`src/hw/rtl/rtpl_pkg.sv`:
```
`timescale 1ns / 1ps
// ----------------------------------------------------------------------------
// rtpl_pkg: shared types and constants of the resonant lowpass cascade
// Sizes, register codes, sequencer states and the saturation helper.
// ----------------------------------------------------------------------------
package rtpl_pkg;

	localparam int STAGE_COUNT = 12;
	localparam int SAMPLE_BITS = 24;
	localparam int IDX_BITS    = (STAGE_COUNT > 1) ? $clog2(STAGE_COUNT) : 1;

	localparam int COEF_BITS  = 18;
	localparam int RES_BITS   = 17;
	localparam int COEF_FRAC  = 17;
	localparam int RES_FRAC   = 16;
	localparam int CFG_IDX_BITS = 1;

	localparam int TGT_BITS   = SAMPLE_BITS + 2;
	localparam int DIFF_BITS  = SAMPLE_BITS + 3;
	localparam int MULB_BITS  = COEF_BITS + 1;
	localparam int PROD_BITS  = DIFF_BITS + MULB_BITS;
	localparam int RND_BITS   = SAMPLE_BITS + 4;

	localparam logic [COEF_BITS-1:0] COEF_ONE = COEF_BITS'(1) << COEF_FRAC;
	localparam logic [IDX_BITS-1:0]  LAST_IDX = IDX_BITS'(STAGE_COUNT - 1);

	typedef enum logic [CFG_IDX_BITS-1:0] {
		REG_CUTOFF    = 1'b0,
		REG_RESONANCE = 1'b1
	} cfg_reg_t;

	typedef enum logic [2:0] {
		ST_IDLE,
		ST_FB_MUL,
		ST_FB_ADD,
		ST_STG_MUL,
		ST_STG_ADD,
		ST_DONE
	} state_t;

	typedef enum logic {
		FRAC_RES,
		FRAC_COEF
	} frac_t;

	typedef struct packed {
		logic                rd_en;
		logic [IDX_BITS-1:0] rd_addr;
		logic                wr_en;
		logic [IDX_BITS-1:0] wr_addr;
	} ram_ctl_t;

	typedef struct packed {
		logic  issue;
		frac_t frac;
	} mac_ctl_t;

	typedef struct packed {
		state_t              state;
		logic [IDX_BITS-1:0] idx;
		logic                load;
	} seq_stat_t;

	function automatic logic signed [SAMPLE_BITS-1:0] sat_sample(
		input logic signed [RND_BITS-1:0] v
	);
		logic signed [RND_BITS-1:0] hi;
		logic signed [RND_BITS-1:0] lo;
		hi = RND_BITS'((64'sd1 <<< (SAMPLE_BITS - 1)) - 64'sd1);
		lo = -hi - RND_BITS'(1);
		if (v > hi) begin
			return hi[SAMPLE_BITS-1:0];
		end else if (v < lo) begin
			return lo[SAMPLE_BITS-1:0];
		end
		return v[SAMPLE_BITS-1:0];
	endfunction

endpackage

```
`src/hw/rtl/rtpl_stage_ram.sv`:
```
`timescale 1ns / 1ps
// ----------------------------------------------------------------------------
// rtpl_stage_ram: stage value memory
// One write and one read port, registered read data; entries read zero
// until first written after reset.
// ----------------------------------------------------------------------------
module rtpl_stage_ram (
	input  logic                                   clk,
	input  logic                                   arst_n,
	input  rtpl_pkg::ram_ctl_t                     ctl,
	input  logic signed [rtpl_pkg::SAMPLE_BITS-1:0] wr_data,
	output logic signed [rtpl_pkg::SAMPLE_BITS-1:0] rd_data
);
	import rtpl_pkg::*;

	logic signed [SAMPLE_BITS-1:0] mem [STAGE_COUNT];
	logic [STAGE_COUNT-1:0]        valid_q;
	logic signed [SAMPLE_BITS-1:0] rd_data_q;

	always_ff @(posedge clk) begin
		if (ctl.wr_en) begin
			mem[ctl.wr_addr] <= wr_data;
		end
	end

	always_ff @(posedge clk or negedge arst_n) begin
		if (!arst_n) begin
			valid_q <= '0;
		end else if (ctl.wr_en) begin
			valid_q[ctl.wr_addr] <= 1'b1;
		end
	end

	always_ff @(posedge clk) begin
		if (ctl.rd_en) begin
			rd_data_q <= valid_q[ctl.rd_addr] ? mem[ctl.rd_addr] : '0;
		end
	end

	assign rd_data = rd_data_q;

endmodule

```
`src/hw/rtl/rtpl_mac.sv`:
```
`timescale 1ns / 1ps
// ----------------------------------------------------------------------------
// rtpl_mac: shared multiply and round unit
// Registers the product, then rounds half up by the selected fraction.
// ----------------------------------------------------------------------------
module rtpl_mac (
	input  logic                                  clk,
	input  rtpl_pkg::mac_ctl_t                    ctl,
	input  logic signed [rtpl_pkg::DIFF_BITS-1:0] a,
	input  logic [rtpl_pkg::COEF_BITS-1:0]        b,
	output logic signed [rtpl_pkg::RND_BITS-1:0]  rnd
);
	import rtpl_pkg::*;

	logic signed [PROD_BITS-1:0] prod;
	logic signed [PROD_BITS-1:0] prod_s1;
	frac_t                       frac_s1;
	logic signed [PROD_BITS-1:0] sum;
	logic signed [PROD_BITS-1:0] shifted;

	assign prod = a * $signed({1'b0, b});

	always_ff @(posedge clk) begin
		if (ctl.issue) begin
			prod_s1 <= prod;
			frac_s1 <= ctl.frac;
		end
	end

	always_comb begin
		if (frac_s1 == FRAC_COEF) begin
			sum     = prod_s1 + (PROD_BITS'(1) <<< (COEF_FRAC - 1));
			shifted = sum >>> COEF_FRAC;
		end else begin
			sum     = prod_s1 + (PROD_BITS'(1) <<< (RES_FRAC - 1));
			shifted = sum >>> RES_FRAC;
		end
	end

	assign rnd = shifted[RND_BITS-1:0];

endmodule

```
`src/hw/rtl/rtpl_seq.sv`:
```
`timescale 1ns / 1ps
// ----------------------------------------------------------------------------
// rtpl_seq: per-item sequencer and stage datapath
// Reads the last stage for feedback, then walks the stages, each one read,
// multiplied, rounded, saturated and written back.
// ----------------------------------------------------------------------------
module rtpl_seq (
	input  logic                                    clk,
	input  logic                                    arst_n,
	input  logic                                    in_valid,
	output logic                                    in_ready,
	input  logic signed [rtpl_pkg::SAMPLE_BITS-1:0] in_sample,
	input  logic [rtpl_pkg::COEF_BITS-1:0]          coef,
	input  logic [rtpl_pkg::RES_BITS-1:0]           res_gain,
	input  logic                                    out_free,
	output logic signed [rtpl_pkg::SAMPLE_BITS-1:0] result,
	output rtpl_pkg::seq_stat_t                     stat,
	output rtpl_pkg::ram_ctl_t                      ram_ctl,
	output logic signed [rtpl_pkg::SAMPLE_BITS-1:0] ram_wr_data,
	input  logic signed [rtpl_pkg::SAMPLE_BITS-1:0] ram_rd_data,
	output rtpl_pkg::mac_ctl_t                      mac_ctl,
	output logic signed [rtpl_pkg::DIFF_BITS-1:0]   mac_a,
	output logic [rtpl_pkg::COEF_BITS-1:0]          mac_b,
	input  logic signed [rtpl_pkg::RND_BITS-1:0]    mac_rnd
);
	import rtpl_pkg::*;

	state_t                        state_q;
	state_t                        state_d;
	logic [IDX_BITS-1:0]           idx_q;
	logic signed [SAMPLE_BITS-1:0] x_q;
	logic signed [SAMPLE_BITS-1:0] s_q;
	logic signed [TGT_BITS-1:0]    target_q;
	logic signed [SAMPLE_BITS-1:0] new_val;
	logic                          accept;
	logic                          last;
	logic                          load;

	assign accept  = in_valid && (state_q == ST_IDLE);
	assign last    = (idx_q == LAST_IDX);
	assign new_val = sat_sample(RND_BITS'(s_q) + mac_rnd);

	always_comb begin
		state_d = state_q;
		case (state_q)
			ST_IDLE: begin
				if (in_valid) begin
					state_d = ST_FB_MUL;
				end
			end
			ST_FB_MUL:  state_d = ST_FB_ADD;
			ST_FB_ADD:  state_d = ST_STG_MUL;
			ST_STG_MUL: state_d = ST_STG_ADD;
			ST_STG_ADD: begin
				if (!last) begin
					state_d = ST_STG_MUL;
				end else if (out_free) begin
					state_d = ST_IDLE;
				end else begin
					state_d = ST_DONE;
				end
			end
			ST_DONE: begin
				if (out_free) begin
					state_d = ST_IDLE;
				end
			end
			default: state_d = ST_IDLE;
		endcase
	end

	always_comb begin
		in_ready        = 1'b0;
		ram_ctl         = '0;
		mac_ctl.issue   = 1'b0;
		mac_ctl.frac    = FRAC_COEF;
		mac_a           = DIFF_BITS'(target_q) - DIFF_BITS'(ram_rd_data);
		mac_b           = coef;
		load            = 1'b0;
		result          = new_val;
		case (state_q)
			ST_IDLE: begin
				in_ready = 1'b1;
				if (in_valid) begin
					ram_ctl.rd_en   = 1'b1;
					ram_ctl.rd_addr = LAST_IDX;
				end
			end
			ST_FB_MUL: begin
				mac_ctl.issue = 1'b1;
				mac_ctl.frac  = FRAC_RES;
				mac_a         = DIFF_BITS'(ram_rd_data);
				mac_b         = COEF_BITS'(res_gain);
			end
			ST_FB_ADD: begin
				ram_ctl.rd_en   = 1'b1;
				ram_ctl.rd_addr = '0;
			end
			ST_STG_MUL: begin
				mac_ctl.issue = 1'b1;
			end
			ST_STG_ADD: begin
				ram_ctl.wr_en   = 1'b1;
				ram_ctl.wr_addr = idx_q;
				if (!last) begin
					ram_ctl.rd_en   = 1'b1;
					ram_ctl.rd_addr = IDX_BITS'(idx_q + 1'b1);
				end else begin
					load = out_free;
				end
			end
			ST_DONE: begin
				load   = out_free;
				result = target_q[SAMPLE_BITS-1:0];
			end
			default: ;
		endcase
	end

	always_ff @(posedge clk or negedge arst_n) begin
		if (!arst_n) begin
			state_q <= ST_IDLE;
			idx_q   <= '0;
		end else begin
			state_q <= state_d;
			if (state_q == ST_FB_ADD) begin
				idx_q <= '0;
			end else if (state_q == ST_STG_ADD && !last) begin
				idx_q <= IDX_BITS'(idx_q + 1'b1);
			end
		end
	end

	always_ff @(posedge clk) begin
		if (accept) begin
			x_q <= in_sample;
		end
		if (state_q == ST_STG_MUL) begin
			s_q <= ram_rd_data;
		end
		if (state_q == ST_FB_ADD) begin
			target_q <= TGT_BITS'(RND_BITS'(x_q) - mac_rnd);
		end else if (state_q == ST_STG_ADD) begin
			target_q <= TGT_BITS'(new_val);
		end
	end

	assign ram_wr_data = new_val;
	assign stat.state  = state_q;
	assign stat.idx    = idx_q;
	assign stat.load   = load;

endmodule

```
`src/hw/rtl/resonant_twelve_pole_lowpass_core.sv`:
```
`timescale 1ns / 1ps
// ----------------------------------------------------------------------------
// resonant_twelve_pole_lowpass_core: resonant cascade of one-pole lowpasses
// One shared multiplier serves the feedback term, then each stage in turn;
// a new item is taken only when the last one is done and its result is in
// the output register. Reset clears the control and configuration registers;
// stage values read as zero until written.
// ----------------------------------------------------------------------------
module resonant_twelve_pole_lowpass_core (
	input  logic                                     clk,
	input  logic                                     arst_n,
	input  logic                                     s_axis_tvalid,
	output logic                                     s_axis_tready,
	input  logic [rtpl_pkg::SAMPLE_BITS-1:0]         s_axis_tdata,  // [23:0] sample_in
	output logic                                     m_axis_tvalid,
	input  logic                                     m_axis_tready,
	output logic [rtpl_pkg::SAMPLE_BITS-1:0]         m_axis_tdata,  // [23:0] sample_out
	input  logic                                     cfg_wen,
	input  logic [rtpl_pkg::CFG_IDX_BITS-1:0]        cfg_index,
	input  logic [rtpl_pkg::COEF_BITS-1:0]           cfg_wdata
);
	import rtpl_pkg::*;

	logic [COEF_BITS-1:0]          coef_q;
	logic [RES_BITS-1:0]           res_q;
	logic [COEF_BITS-1:0]          coef_clamp;
	logic                          out_valid_q;
	logic [SAMPLE_BITS-1:0]        out_data_q;
	logic                          out_free;
	logic signed [SAMPLE_BITS-1:0] result;
	seq_stat_t                     stat;
	ram_ctl_t                      ram_ctl;
	logic signed [SAMPLE_BITS-1:0] ram_wr_data;
	logic signed [SAMPLE_BITS-1:0] ram_rd_data;
	mac_ctl_t                      mac_ctl;
	logic signed [DIFF_BITS-1:0]   mac_a;
	logic [COEF_BITS-1:0]          mac_b;
	logic signed [RND_BITS-1:0]    mac_rnd;

	always_ff @(posedge clk or negedge arst_n) begin
		if (!arst_n) begin
			coef_q <= '0;
			res_q  <= '0;
		end else if (cfg_wen) begin
			case (cfg_index)
				REG_CUTOFF:    coef_q <= cfg_wdata;
				REG_RESONANCE: res_q  <= cfg_wdata[RES_BITS-1:0];
				default: ;
			endcase
		end
	end

	assign coef_clamp = (coef_q > COEF_ONE) ? COEF_ONE : coef_q;
	assign out_free   = !out_valid_q || m_axis_tready;

	always_ff @(posedge clk or negedge arst_n) begin
		if (!arst_n) begin
			out_valid_q <= 1'b0;
		end else if (stat.load) begin
			out_valid_q <= 1'b1;
		end else if (m_axis_tready) begin
			out_valid_q <= 1'b0;
		end
	end

	always_ff @(posedge clk) begin
		if (stat.load) begin
			out_data_q <= result;
		end
	end

	assign m_axis_tvalid = out_valid_q;
	assign m_axis_tdata  = out_data_q;

	rtpl_seq u_seq (
		.clk         (clk),
		.arst_n      (arst_n),
		.in_valid    (s_axis_tvalid),
		.in_ready    (s_axis_tready),
		.in_sample   ($signed(s_axis_tdata)),
		.coef        (coef_clamp),
		.res_gain    (res_q),
		.out_free    (out_free),
		.result      (result),
		.stat        (stat),
		.ram_ctl     (ram_ctl),
		.ram_wr_data (ram_wr_data),
		.ram_rd_data (ram_rd_data),
		.mac_ctl     (mac_ctl),
		.mac_a       (mac_a),
		.mac_b       (mac_b),
		.mac_rnd     (mac_rnd)
	);

	rtpl_stage_ram u_ram (
		.clk     (clk),
		.arst_n  (arst_n),
		.ctl     (ram_ctl),
		.wr_data (ram_wr_data),
		.rd_data (ram_rd_data)
	);

	rtpl_mac u_mac (
		.clk (clk),
		.ctl (mac_ctl),
		.a   (mac_a),
		.b   (mac_b),
		.rnd (mac_rnd)
	);

	a_load_last: assert property (@(posedge clk) disable iff (!arst_n)
		stat.load |-> (stat.idx == LAST_IDX))
		else $error("result loaded before the last stage");

	a_busy_after_accept: assert property (@(posedge clk) disable iff (!arst_n)
		(s_axis_tvalid && s_axis_tready) |=> !s_axis_tready)
		else $error("new item taken while one is in work");

	a_no_rw_clash: assert property (@(posedge clk) disable iff (!arst_n)
		(ram_ctl.wr_en && ram_ctl.rd_en) |-> (ram_ctl.wr_addr != ram_ctl.rd_addr))
		else $error("stage memory read and write hit the same entry");

	a_load_free: assert property (@(posedge clk) disable iff (!arst_n)
		stat.load |-> (!m_axis_tvalid || m_axis_tready))
		else $error("result overwrote a waiting item");

endmodule
```
`config.mk`:
```
export PLATFORM = sky130hd
export DESIGN_NAME = resonant_twelve_pole_lowpass_core
export DESIGN_NICKNAME = d
export VERILOG_FILES = /design/src/hw/rtl/rtpl_pkg.sv /design/src/hw/rtl/rtpl_stage_ram.sv /design/src/hw/rtl/rtpl_mac.sv /design/src/hw/rtl/rtpl_seq.sv /design/src/hw/rtl/resonant_twelve_pole_lowpass_core.sv
export SDC_FILE = /design/constraint.sdc
export NUM_CORES = 2
export LEC_CHECK = 0
export ABC_AREA = 1
export BUFFER_PORTS_ARGS = -buffer_cell sky130_fd_sc_hd__buf_4
export CAP_MARGIN = 20
export CORE_MARGIN = 2
export CORE_UTILIZATION = 44
export DETAILED_ROUTE_END_ITERATION = 10
export MAX_ROUTING_LAYER = met4
export PLACE_DENSITY = 0.58
export SETUP_SLACK_MARGIN = 0.3
export SYNTH_ARGS = -nofsm -noshare
export SYNTH_HDL_FRONTEND = slang
export SYNTH_SLANG_ARGS = --single-unit
```
`constraint.sdc`:
```
create_clock -name clk -period 9.7 [get_ports clk]
set_input_delay 0 -clock clk [delete_from_list [all_inputs] [get_ports clk]]
set_output_delay 0 -clock clk [all_outputs]
set_load 0.01 [all_outputs]
```
Word-level counts from Yosys, hierarchy flattened
Memories as Yosys holds them, arrays and structs flattened. A register that Yosys moved wholly into a read port is not among the register bits.
Cells that the tools add are included.

word-level totals
  register bits after elaboration = 199
  memories = 1
  memory bits (writable) = 288
  input bits = 48
  word-level logic and storage cells = 87

memory list
  memory     words  bits a word  rd ports  clocked after memory_dff  wr ports  line                  source
  u_ram.mem  12     24           1         1                         1         rtpl_stage_ram.sv:16  logic signed [SAMPLE_BITS-1:0] mem [STAGE_COUNT];

cells by class
  $lt $le $gt $ge = 6
  multiply operators = 1
  eq/ne operators = 8
  add/sub/neg operators = 6
  bitwise logic cells = 2
  reductions and logical operators = 15
  multiplexer cells = 36

operators with widths
  operator                number
  $mux 24                 4
  $mux 26                 2
  $add 45x18->45 const B  1
  $mul 27x19->45          1
  $add 44x17->44 const B  1
  $mux 18                 2
  $add 24x28->28          1
  $gt 28x24->1 const B    1
  $lt 28x24->1 const B    1
  $mux 28                 1
  $mux 27                 1
  $sub 26x24->27          1
  $sub 24x26->26          1
  $gt 18x18->1 const B    1
  $pmux 3 s6              1
  $mux 5                  3
  $pmux 5 s3              1
  $mux 1                  12
  $mux 3                  4
  $or 12x12->12           1
  $lt 4x5->1 const B      2
  $mux 4                  2
  $eq 3x2->1 const B      2
  $eq 3x3->1 const B      2
  other kinds (17)        25

Logic depth before layout (Yosys ltp)
  word-level depth = 9
  depth in mapped cells = 42

Hierarchy
From an unflattened synthesis, not the netlist that was laid out.

unflattened totals
  cell total of the unflattened synthesis = 5345
  area, all modules = 44472.7 µm²

modules (own cells, without submodules)
  module                             area each (µm²)  cells an instance  times used
  rtpl_mac                           20679.8          2795               1
  rtpl_stage_ram                     12759.7          1012               1
  rtpl_seq                           8687.1           1327               1
  resonant_twelve_pole_lowpass_core  2346.0           211                1

Worst setup path after synthesis
Ideal clock, no wire load.

  kind = flip-flop to flip-flop
  from = register u_ram.rd_data_q[0] (netlist: u_ram.rd_data[0]), read port of u_ram.mem
  to = register u_mac.prod_s1[44] (data pin)
  stages on the path, launching flop included = 34
  arrival = 7728 ps
  path buffers = 1
  period minus slack after synthesis = 7980 ps
  setup slack = 1720 ps
  required time = 9448 ps
  path through = edfxtp_1 > ha_1 > fa_1 > o21ai_0 > nand2_1 > nand2_1 > a21oi_1 > inv_1 > nand3_1 > nand3_1 > nand2_1 > nand2_1 > xor2_1 > nand2_1 > nand2_1 > buf_2 > nor2_1 > fa_1 > fa_1 > inv_1 > fa_1 > inv_1 > fa_1 > fa_1 > inv_1 > fa_1 > inv_1 > ha_1 > nand2_1 > or4_1 > nor2_1 > nor3_1 > nand3_1 > nand2_1

between the ends
  longest elaborated chain between the ends = 3

ends and longest elaborated chain
  what                  line                  source
  from (decl)           rtpl_stage_ram.sv:18  logic signed [SAMPLE_BITS-1:0] rd_data_q;
  $sub 26x24->27        rtpl_seq.sv:77        mac_a = DIFF_BITS'(target_q) - DIFF_BITS'(ram_rd_data);
  $mux 27 (*)           rtpl_seq.sv:81        case (state_q)
  $mul 27x19->45 (*)    rtpl_mac.sv:21        assign prod = a * $signed({1'b0, b});
  net u_mac.prod[44]    rtpl_mac.sv:15        logic signed [PROD_BITS-1:0] prod;
  to (signal assigned)  rtpl_mac.sv:25        prod_s1 <= prod;
  to (decl)             rtpl_mac.sv:16        logic signed [PROD_BITS-1:0] prod_s1;

Mark *: on every way through the listed nets, which the timed path passes. The rest lies on a longest branch.
A chain may end at the register's enable or synchronous reset.

Final worst setup path
  from = register u_ram.rd_data_q[6] (netlist: u_ram.rd_data[6]), read port of u_ram.mem
  to = register u_mac.prod_s1[40] (data pin)

The elaborated chain is that of the path after synthesis.

==> flow_metrics.tcl <==
set metrics [dict create \
    grt_use_total_pct 29.1 \
    clk_path_buf_depth 3 \
    hold_path_class "in2reg" \
    cts_tree "yes" \
    cp-end-kind "flip-flop" \
    r2r_start "u_ram.rd_data[6]$_SDFFCE_PN0P_" \
    maxSlewViolCount 0 \
    vias 33200 \
    hold_ws_ns 0.0939 \
    syn_nets 5491 \
    drt-initial-drc-count 3096 \
    via_per_inst 5.36 \
    start_util_pct 44.6 \
    cts_setup_buffers 0 \
    synth_edf_count 441 \
    min-delay-start "s_axis_tdata[23]" \
    synth_top_area_share_pct 31.2 \
    finalWeightedCongestion 1.03 \
    drv_cap 0 \
    seq_area_frac_synth_pct 34.4 \
    finalWirelength_mm 138 \
    crit_fanout 8 \
    root_buffer "clkbuf_16" \
    fill_cells 9176 \
    setup_violations 0 \
    cp_common_cell "inv_1" \
    drt_first_pass_iters 5 \
    antenna_found_initial 0 \
    outcome "finished, final reports clean" \
    setup_tns_ns 0 \
    synthTopCellsByCount "963 x inv_1, 897 x nand2_1, 592 x nor2_1" \
    ant_nets 0 \
    reg2regPathDepth 34 \
    detail_route.wl_per_cell_um 22.2 \
    synth_largest_area_cell "edfxtp_1" \
    cpPeakStageDelay_ns 0.61 \
    cp_num_buf_inv 8 \
    crit_family "adder cells" \
    reg2reg_to "u_mac.prod_s1[40]$_DFFE_PP_" \
    fin_crit_ns 8.74 \
    synthArstFlopShare_pct 11.1 \
    grt-ovfl-total 0 \
    crit_slowest_cell "fa_1" \
    io_pins 74 \
    rsz0062_at_grt "no" \
    min_path_cells 2 \
    synthCells 4779 \
    first_global_vias 33600 \
    fmax_mhz 114 \
    cp.arrival_ns 9.09 \
    r2r_slack_ns 0.96 \
    die_x_um 315 \
    port_buffers 73 \
    clk_latency_ns 0.64 \
    rows 113 \
    yosys_warnings 0 \
    route.detailed.drc 0 \
    hold_end "u_seq.x_q[23]$_DFFE_PP_" \
    cts_buffers 53 \
    yosys-top-cells-area "edfxtp_1 31%, fa_1 22%, inv_1 8.5%" \
    cp.required_ns 10.05 \
    final_hold_viol_count 0 \
    synthDistinctLibCells 52 \
    max_slew_margin_pct 26.3 \
    path_class "reg2reg" \
    grt_pass1_wl_mm 209 \
    cts.sinks 496 \
    syn_area_mm2 0.0425 \
    ys_ff_latch 496 \
    critPathLaunchType "flip-flop" \
    htree_levels 2 \
    area_growth_syn_to_layout_pct 10.9 \
    clk_pin_slew_ns 0.06 \
    die-area_mm2 0.0991 \
    core_mm2 0.0953 \
    drive_gt1_share_pct 6.54 \
    synth_ff_type "edfxtp_1" \
    post-dp-hpwl_mm 106 \
    num-nets-final 5607 \
    timing.final.crit_share_pct 90.1 \
    avgSynthCellArea_um2 8.89 \
    grt_max_degree 82 \
    synth.most_common_cell "inv_1" \
    finalClockSkew_ns 0.0403 \
    die_height_um 315 \
    tightest_slew_ns 1.10 \
    diodes 0 \
]
-- logic make-up after synthesis --
group	after synthesis	synth area share [%]
and+or+nand+nor	1686	15.7
buffers and inverters	1125	10.1
AOI/OAI and AO/OA	695	9.39
adders and majority gates	664	27.9
DFF	496	34.4
xor gates and xnor gates	112	2.37
muxes	1	0.0236
-- per-stage QoR --
step / setup slack (ns) / cell area [um^2] / instances / util, %
after floorplan: 1.72 / 42500 / 4779 / -
after global placement: 0.679 / 44800 / 6057 / 47.0
after global routing: 0.376 / 47100 / 6205 / 49.4
after detailed placement: 0.550 / 44800 / 6057 / 47.0
final: 0.957 / 47100 / 6205 / 49.4
after CTS: 0.499 / 47100 / 6205 / 49.4
-- how the worst max path moves through the flow --
stage | start | endpoint | cells after the start
after floorplan | u_ram.rd_data[0]$_SDFFCE_PN0P_ | u_mac.prod_s1[44]$_DFFE_PP_ | 33
after global placement | u_ram.rd_data[0]$_SDFFCE_PN0P_ | u_mac.prod_s1[44]$_DFFE_PP_ | 32
after detailed placement | u_ram.rd_data[0]$_SDFFCE_PN0P_ | u_mac.prod_s1[44]$_DFFE_PP_ | 36
after CTS | u_ram.rd_data[0]$_SDFFCE_PN0P_ | u_mac.prod_s1[44]$_DFFE_PP_ | 36
after global routing | u_ram.rd_data[0]$_SDFFCE_PN0P_ | u_mac.prod_s1[44]$_DFFE_PP_ | 36
final | u_ram.rd_data[6]$_SDFFCE_PN0P_ | u_mac.prod_s1[40]$_DFFE_PP_ | 34
-- cell type report --
type                    count  area [um^2]  area share [%]
clock buffers              59         1350            2.86
inverters                 978         3670            7.80
well taps                1265         1580            3.36
repair buffers            208         1690            3.60
multi-input cells        3158        23700            50.3
clock inverters            41          478            1.01
flip-flops and latches    496        14600            31.0
-- cells in the final DEF (no fill, tap or decap), drive strengths merged, types with 4 or more instances in the layout --
master         n
nor4          12
o31ai          4
clkinv        37
buf          160
o211ai        32
o21a          22
a31oi         35
edfxtp       441
or2           24
nand2        909
o311ai        24
bufinv         8
fa           474
o22ai         24
nor2         593
dlygate4sd3   48
nand4         24
o21ai        277
o21bai        11
o32ai         24
xor2          74
a21oi        215
clkbuf        59
inv          972
xnor2         38
nor3          29
dfrtp         55
a21boi         4
a21o          13
nand3         90
ha           190
-- sequential cells by signal (all words and copies together) (netlist names) --
register	count
u_ram.valid_q	12
m_axis_tdata	24
u_ram.mem	288
u_seq.target_q	26
coef_q	18
m_axis_tvalid	1
u_mac.frac_s1	1
u_ram.rd_data	24
u_mac.prod_s1	30
res_q	17
u_seq.s_q	24
u_seq.x_q	24
u_seq.idx_q	4
u_seq.state_q	3
-- what timing repair did --
item	CTS	global route
endpoints found under the setup margin	0	9
endpoints found under the hold margin	117	0
hold buffers	48	0
resized for setup	0	4
-- routing by layer --
layer / part of all wire [%] / wire length, um / track usage [%]
met1: 41 / 57000 / 37.3
met2: 48 / 66500 / 47.9
met3: 6.1 / 8410 / 3.33
met4: 4.1 / 5710 / 10.5
met5: 0 / 0 / -
Power is left out: the tool's default activity adds up to more than one toggle a clock period on the data nets, which glitch-free logic cannot reach.
